$ cat config.mk
export PLATFORM = sky130hd
export DESIGN_NAME = sih_ctrl
export DESIGN_NICKNAME = d
export VERILOG_FILES = /design/src/hw/rtl/sih_pkg.sv /design/src/hw/rtl/sih_ctrl.sv
export SDC_FILE = /design/constraint.sdc
export NUM_CORES = 1
export LEC_CHECK = 0
export BUFFER_PORTS_ARGS = -buffer_cell sky130_fd_sc_hd__buf_2
export CAP_MARGIN = 0
export CORE_UTILIZATION = 47
export DETAILED_ROUTE_END_ITERATION = 8
export GPL_TIMING_DRIVEN = 0
export PLACE_DENSITY = 0.81
export SLEW_MARGIN = 40
export SYNTH_ARGS = -nofsm -noshare
export SYNTH_HDL_FRONTEND = slang
export SYNTH_SLANG_ARGS = --single-unit
$ cat constraint.sdc
create_clock -name clk -period 3.6 [get_ports clk]
set_clock_uncertainty 0.1 [all_clocks]
set_input_delay 0.72 -clock clk [delete_from_list [all_inputs] [get_ports clk]]
set_output_delay 0.72 -clock clk [all_outputs]
set_load 0.05 [all_outputs]
$ cat src/hw/rtl/sih_pkg.sv
// ----------------------------------------------------------------------------
// sih_pkg
// Shared types, constants and a helper function for the string intern table.
// ----------------------------------------------------------------------------
package sih_pkg;

  localparam int STORE_BYTES_DEF        = 65536;
  localparam int MAX_BUCKETS_DEF        = 16;
  localparam int ENTRIES_PER_BUCKET_DEF = 128;

  localparam int HASH_ROTATE = 7;

  localparam int CFG_IDX_W  = 1;
  localparam int CFG_DATA_W = 3;

  localparam logic [CFG_IDX_W-1:0] CFG_CASE_MODE   = 1'd0;
  localparam logic [CFG_IDX_W-1:0] CFG_BUCKET_BITS = 1'd1;

  localparam logic OP_BYTE  = 1'b0;
  localparam logic OP_CLEAR = 1'b1;

  localparam logic [1:0] ST_OK          = 2'd0;
  localparam logic [1:0] ST_STORE_FULL  = 2'd1;
  localparam logic [1:0] ST_BUCKET_FULL = 2'd2;

  typedef struct packed {
    logic       opcode;
    logic [7:0] char_byte;
  } in_item_t;

  typedef struct packed {
    logic [15:0] string_offset;
    logic        already_present;
    logic [1:0]  status_code;
    logic [11:0] strings_held;
  } out_item_t;

  // Controller to datapath commands.
  typedef struct packed {
    logic take_byte;     // store byte, update hash
    logic clear;         // empty the table
    logic end_start;     // latch hash and length, check store room
    logic scan_rd;       // read entry scan_idx of bucket
    logic scan_chk;      // compare key of entry just read
    logic cmp_rd;        // read one byte pair
    logic cmp_chk;       // compare byte pair just read
    logic insert;        // record new entry
    logic finish;        // build result
  } cmd_t;

  // Datapath to controller status.
  typedef struct packed {
    logic store_full;
    logic scan_done;     // no more entries in bucket
    logic key_hit;
    logic cmp_mismatch;
    logic cmp_match;
  } sts_t;

  function automatic logic [7:0] fold_byte(input logic [7:0] c, input logic mode);
    if (mode && c >= 8'h41 && c <= 8'h5A) return c + 8'h20;
    return c;
  endfunction

endpackage

$ cat src/hw/rtl/sih_ctrl.sv
// ----------------------------------------------------------------------------
// sih_ctrl
// Sequencer for byte intake, bucket scan, byte compare and result hand-off.
// ----------------------------------------------------------------------------
module sih_ctrl
  import sih_pkg::*;
(
  input  logic      clk,
  input  logic      rst_n,
  input  logic      in_valid,
  output logic      in_stall,
  input  in_item_t  in_data,
  output logic      out_valid,
  input  logic      out_stall,
  output cmd_t      cmd,
  input  sts_t      sts
);

  typedef enum logic [7:0] {
    S_IDLE     = 8'b0000_0001,
    S_START    = 8'b0000_0010,
    S_SCAN_RD  = 8'b0000_0100,
    S_SCAN_CHK = 8'b0000_1000,
    S_CMP_RD   = 8'b0001_0000,
    S_CMP_CHK  = 8'b0010_0000,
    S_INSERT   = 8'b0100_0000,
    S_DONE     = 8'b1000_0000
  } state_t;

  state_t state_r, state_nxt;
  logic   out_valid_r, out_valid_nxt;

  wire in_fire = in_valid && !in_stall;

  // Bytes are taken only in IDLE; the result register frees while a new
  // string streams in.
  assign in_stall  = (state_r != S_IDLE) || (out_valid_r && in_data.opcode == OP_BYTE
                      && in_data.char_byte == 8'd0 && out_stall);
  assign out_valid = out_valid_r;

  always_comb begin
    state_nxt     = state_r;
    out_valid_nxt = out_valid_r && out_stall;
    cmd           = '0;
    unique case (state_r)
      S_IDLE: begin
        if (in_fire) begin
          if (in_data.opcode == OP_CLEAR) begin
            cmd.clear = 1'b1;
          end else if (in_data.char_byte != 8'd0) begin
            cmd.take_byte = 1'b1;
          end else begin
            cmd.end_start = 1'b1;
            state_nxt     = S_START;
          end
        end
      end
      S_START: begin
        if (sts.store_full) state_nxt = S_DONE;
        else                state_nxt = S_SCAN_RD;
      end
      S_SCAN_RD: begin
        if (sts.scan_done) begin
          state_nxt = S_INSERT;
        end else begin
          cmd.scan_rd = 1'b1;
          state_nxt   = S_SCAN_CHK;
        end
      end
      S_SCAN_CHK: begin
        cmd.scan_chk = 1'b1;
        if (sts.key_hit) state_nxt = S_CMP_RD;
        else             state_nxt = S_SCAN_RD;
      end
      S_CMP_RD: begin
        cmd.cmp_rd = 1'b1;
        state_nxt  = S_CMP_CHK;
      end
      S_CMP_CHK: begin
        cmd.cmp_chk = 1'b1;
        if (sts.cmp_match)         state_nxt = S_DONE;
        else if (sts.cmp_mismatch) state_nxt = S_SCAN_RD;
        else                       state_nxt = S_CMP_RD;
      end
      S_INSERT: begin
        cmd.insert = 1'b1;
        state_nxt  = S_DONE;
      end
      S_DONE: begin
        if (!out_valid_r) begin
          cmd.finish    = 1'b1;
          out_valid_nxt = 1'b1;
          state_nxt     = S_IDLE;
        end
      end
      default: state_nxt = S_IDLE;
    endcase
  end

  always_ff @(posedge clk) begin
    if (!rst_n) begin
      state_r     <= S_IDLE;
      out_valid_r <= 1'b0;
    end else begin
      state_r     <= state_nxt;
      out_valid_r <= out_valid_nxt;
    end
  end

endmodule

[Word-level counts from Yosys, hierarchy flattened]
Cells that the tools add are included.
Storage, ports and cells
  bits in registers: 9
  bits in latches: 0
  memory bits (writable): 0
  ROM bits: 0
  input bits: 18
  output and inout port bits: 11
  logic and storage cells: 53
  memories: 0
Cells by class
  $add $sub $neg: 0
  multipliers: 0
  div/mod/pow operators: 0
  order comparisons: 0
  eq/ne operators: 13
  shift-type cells: 0
  multiplexer cells: 27
  bitwise logic cells: 1
  reductions and logical operators: 10
Operator list (number)
  one-hot mux 8 bit (8 select lines): 1
  2-to-1 mux 8 bit: 6
  2-to-1 mux 1 bit: 15
  2-to-1 mux 5 bit: 2
  == test 8 x 1 -> 1 bit (second input constant): 1
  == test 8 x 2 -> 1 bit (second input constant): 1
  == test 8 x 3 -> 1 bit (second input constant): 1
  == test 8 x 4 -> 1 bit (second input constant): 1
  == test 8 x 5 -> 1 bit (second input constant): 1
  == test 8 x 6 -> 1 bit (second input constant): 1
  == test 8 x 7 -> 1 bit (second input constant): 1
  == test 8 bit (second input constant): 1
  zero test 8 bit: 1
  inequality test 2 bit (second input constant): 4
  inequality test 8 x 1 -> 1 bit (second input constant): 1
  nonzero test 8 bit: 1
  2-to-1 mux 7 bit: 1
  2-to-1 mux 3 bit: 2
  logical AND 1 bit: 5
  AND reduction 4 bit: 1
  zero test 1 bit: 1
  logical OR 1 bit: 1
  NOT 1 bit: 1

[Longest topological paths before layout]
  word-level depth: 9
  mapped depth: 5

[Worst setup path before layout]
No wires, ideal clock.
  path type: input to output
  start point: input port in_data[5] (netlist name)
  end point: output port cmd[6] (netlist name)
  arrival: 2.749 ns
  slack: 0.031 ns
  stages on the path: 3
  buffers on the path: 0
  cells stage by stage: or4_4 or3_4 nor3_1
RTL lines
  start, declared: line sih_ctrl.sv:12  | input in_item_t in_data,
  end, declared: line sih_ctrl.sv:15  | output cmd_t cmd,

==> run metrics <==
status finished, final reports clean; nets@finish 129; Max FO, Critical Path 3; most frequent cells in the layout buf_2 (28), nor2_1 (12), dfxtp_1 (9), nor2b_1 (7), nand2_1 (6); Most used DFF post-synth dfxtp_1; Synth Warn # 0; Setup Fix Bufs, Post-CTS 0; post_cts resized 0; deepest clock path buffer count 2; Hold Worst Slack 534.8 ps; setup violators final 0; largest net degree at the start of global routing 9; Reg-to-Reg Start state_r[6]; hold path start sts[3]; sequential area share after synthesis 0.2921; share of the synthesized area in the top cell type 0.2921; post-synth net total 96; hold path endpoint state_r[3]; Setup TNS Final 0 ps; post-route cell area 800.8 um2; vias in the first global route 568; CTS tree done; critical path arrival 2220 ps; fill cell count 102; drt pass-1 iters 4; crit share post-route 0.8445; CP max-delay cell or4_4; Max Cap Violations 0; RR Endpoint state_r[0]; layout cells sized above 1 0.3636; Synth area leader dfxtp_1; Placed Area 774.5 um2; most common cell after layout, fill and taps aside buf_2; Row Count 12; sequential cell area 180.2 um2; CP required 2780 ps; final hold vios 0; Mapped Avg Cell Area 7.908 um2; Placer Congestion 0.9011; shortest period the worst path allows 3040 ps; startpoint types primary input; first-pass GRT wire length 2373 um; post-route ant nets 0; CP endpoint kind output port; post-synthesis instance total 78; die area 1461 um2; worst vdd ir 0.1598 mV; setup ws final 560.0 ps; Cell Area, Synth 616.8 um2; Slew @ Worst Pin 446.3 ps; CP peak stage delay 540 ps; Slew headroom 0.7002; IO Port Bufs 28; Num CTS Buffers 3; clk sink count 9; EDFF count, synth 0; Core Box Area 1156 um2; Design Power 0.2096 mW; hold crit path type primary input to flip-flop; cells on worst reg2reg path 4; main area contributors after synthesis dfxtp_1 (29%), nor2_1 (7.3%), nor2b_1 (7.1%); Cell Chain, Critical Path buf_2 > or4_4 > or3_4 > nor3_1 > buf_2; Remaining Overflow, GRT 0; final wirelength 1553 um; hold_buf cts 0; Clock transition at path regs 60 ps; most used cell, CP buf_2; die height 38.23 um; leakage power 0.3697 nW; clock latency on the worst-skew pair 280 ps; WP buf/inv 2; Final Max Tran Viols 0; hpwl dp 1209 um; Worst Hold Depth 2; Crit Path Category primary input to output port; vias 732; area added between synthesis and finish 29.82%; Initial Util 0.5336; CTS Root Cell clkbuf_4; number of distinct library cells after synthesis 31; multi-input logic area 421.7 um2; Crit path max-delay family simple AND/OR/NAND/NOR gates; H-Tree Depth 1; n_diodes 0; Ports 29; initial antenna violation count 0; Avg WL per Cell 12.52 um; fmax 328.9 MHz; Iteration-0 DRC Markers 30; reg2reg setup slack 1800 ps; Remaining DRCs 0; pre-CTS setup slack 564.7 ps; Total GRT Usage 0.2457; Die X-Extent 38.23 um; Via density 5.903; Async SR Flop Fraction 0; RSZ-0062 raised after global routing false; power per cell area 261.7 nW/um2; FF+latch count, synth 9
## metal layers
metal	part of all wire	vias to the layer above	wire (um)	GRT usage
li1	-	355	-	-
met1	0.41	336	635	0.3201
met5	0	-	0	0
met3	0.091	6	141	0.09302
met4	0.024	0	37	0.1786
met2	0.48	35	739	0.3220
## worst max-delay path by stage
stage / start / to / cells after the start
6_report: in_data[5] / cmd[6] / 5
3_3_place_gp: in_data[5] / cmd[6] / 5
5_1_grt: in_data[5] / cmd[6] / 5
4_1_cts: in_data[5] / cmd[6] / 5
2_1_floorplan: in_data[5] / cmd[6] / 3
3_5_place_dp: in_data[5] / cmd[6] / 5
## kinds of logic after synthesis
kind of cell,count (synthesis),synth area share
simple gates,52,0.5233
compound gates,13,0.1460
flops,9,0.2921
buf+inv,3,0.02435
xor+xnor,1,0.01420
## power by group
group	leakage, nW	internal (mW)	switching, mW
sequential	0.0725	0.0995	0.0000404
clock	0.0150	0.0430	0.0445
combinational	0.282	0.0104	0.0121
## final cells by class
cell class,instances,area share
timing repair buffer,28,0.1750
multi-input combinational,66,0.5266
clock buffer,4,0.03281
sequential,9,0.2250
buffer,1,0.009375
tap,14,0.02188
inverter,2,0.009375
## synth_stat cells (2+ instances only)
master,number
nand3b_1,2
nor2_1,12
nor2b_1,7
nor3_1,4
nand3_1,4
nor4_2,2
or4_4,2
o21ai_0,3
o21ai_1,2
and3_1,3
nand4_1,2
nand2_1,6
inv_1,2
a31oi_1,2
dfxtp_1,9
## flip-flops by register name, indices dropped and copies added, names as in the netlist
name / count
state_r: 8
out_valid: 1
## metrics by stage
step / std cells / util
floorplan: 78 / -
global placement: 120 / 0.6699
detailed placement: 120 / 0.6699
CTS: 124 / 0.6926
global route: 124 / 0.6926
finish: 124 / 0.6926
Power figures use the tool's default switching activity.
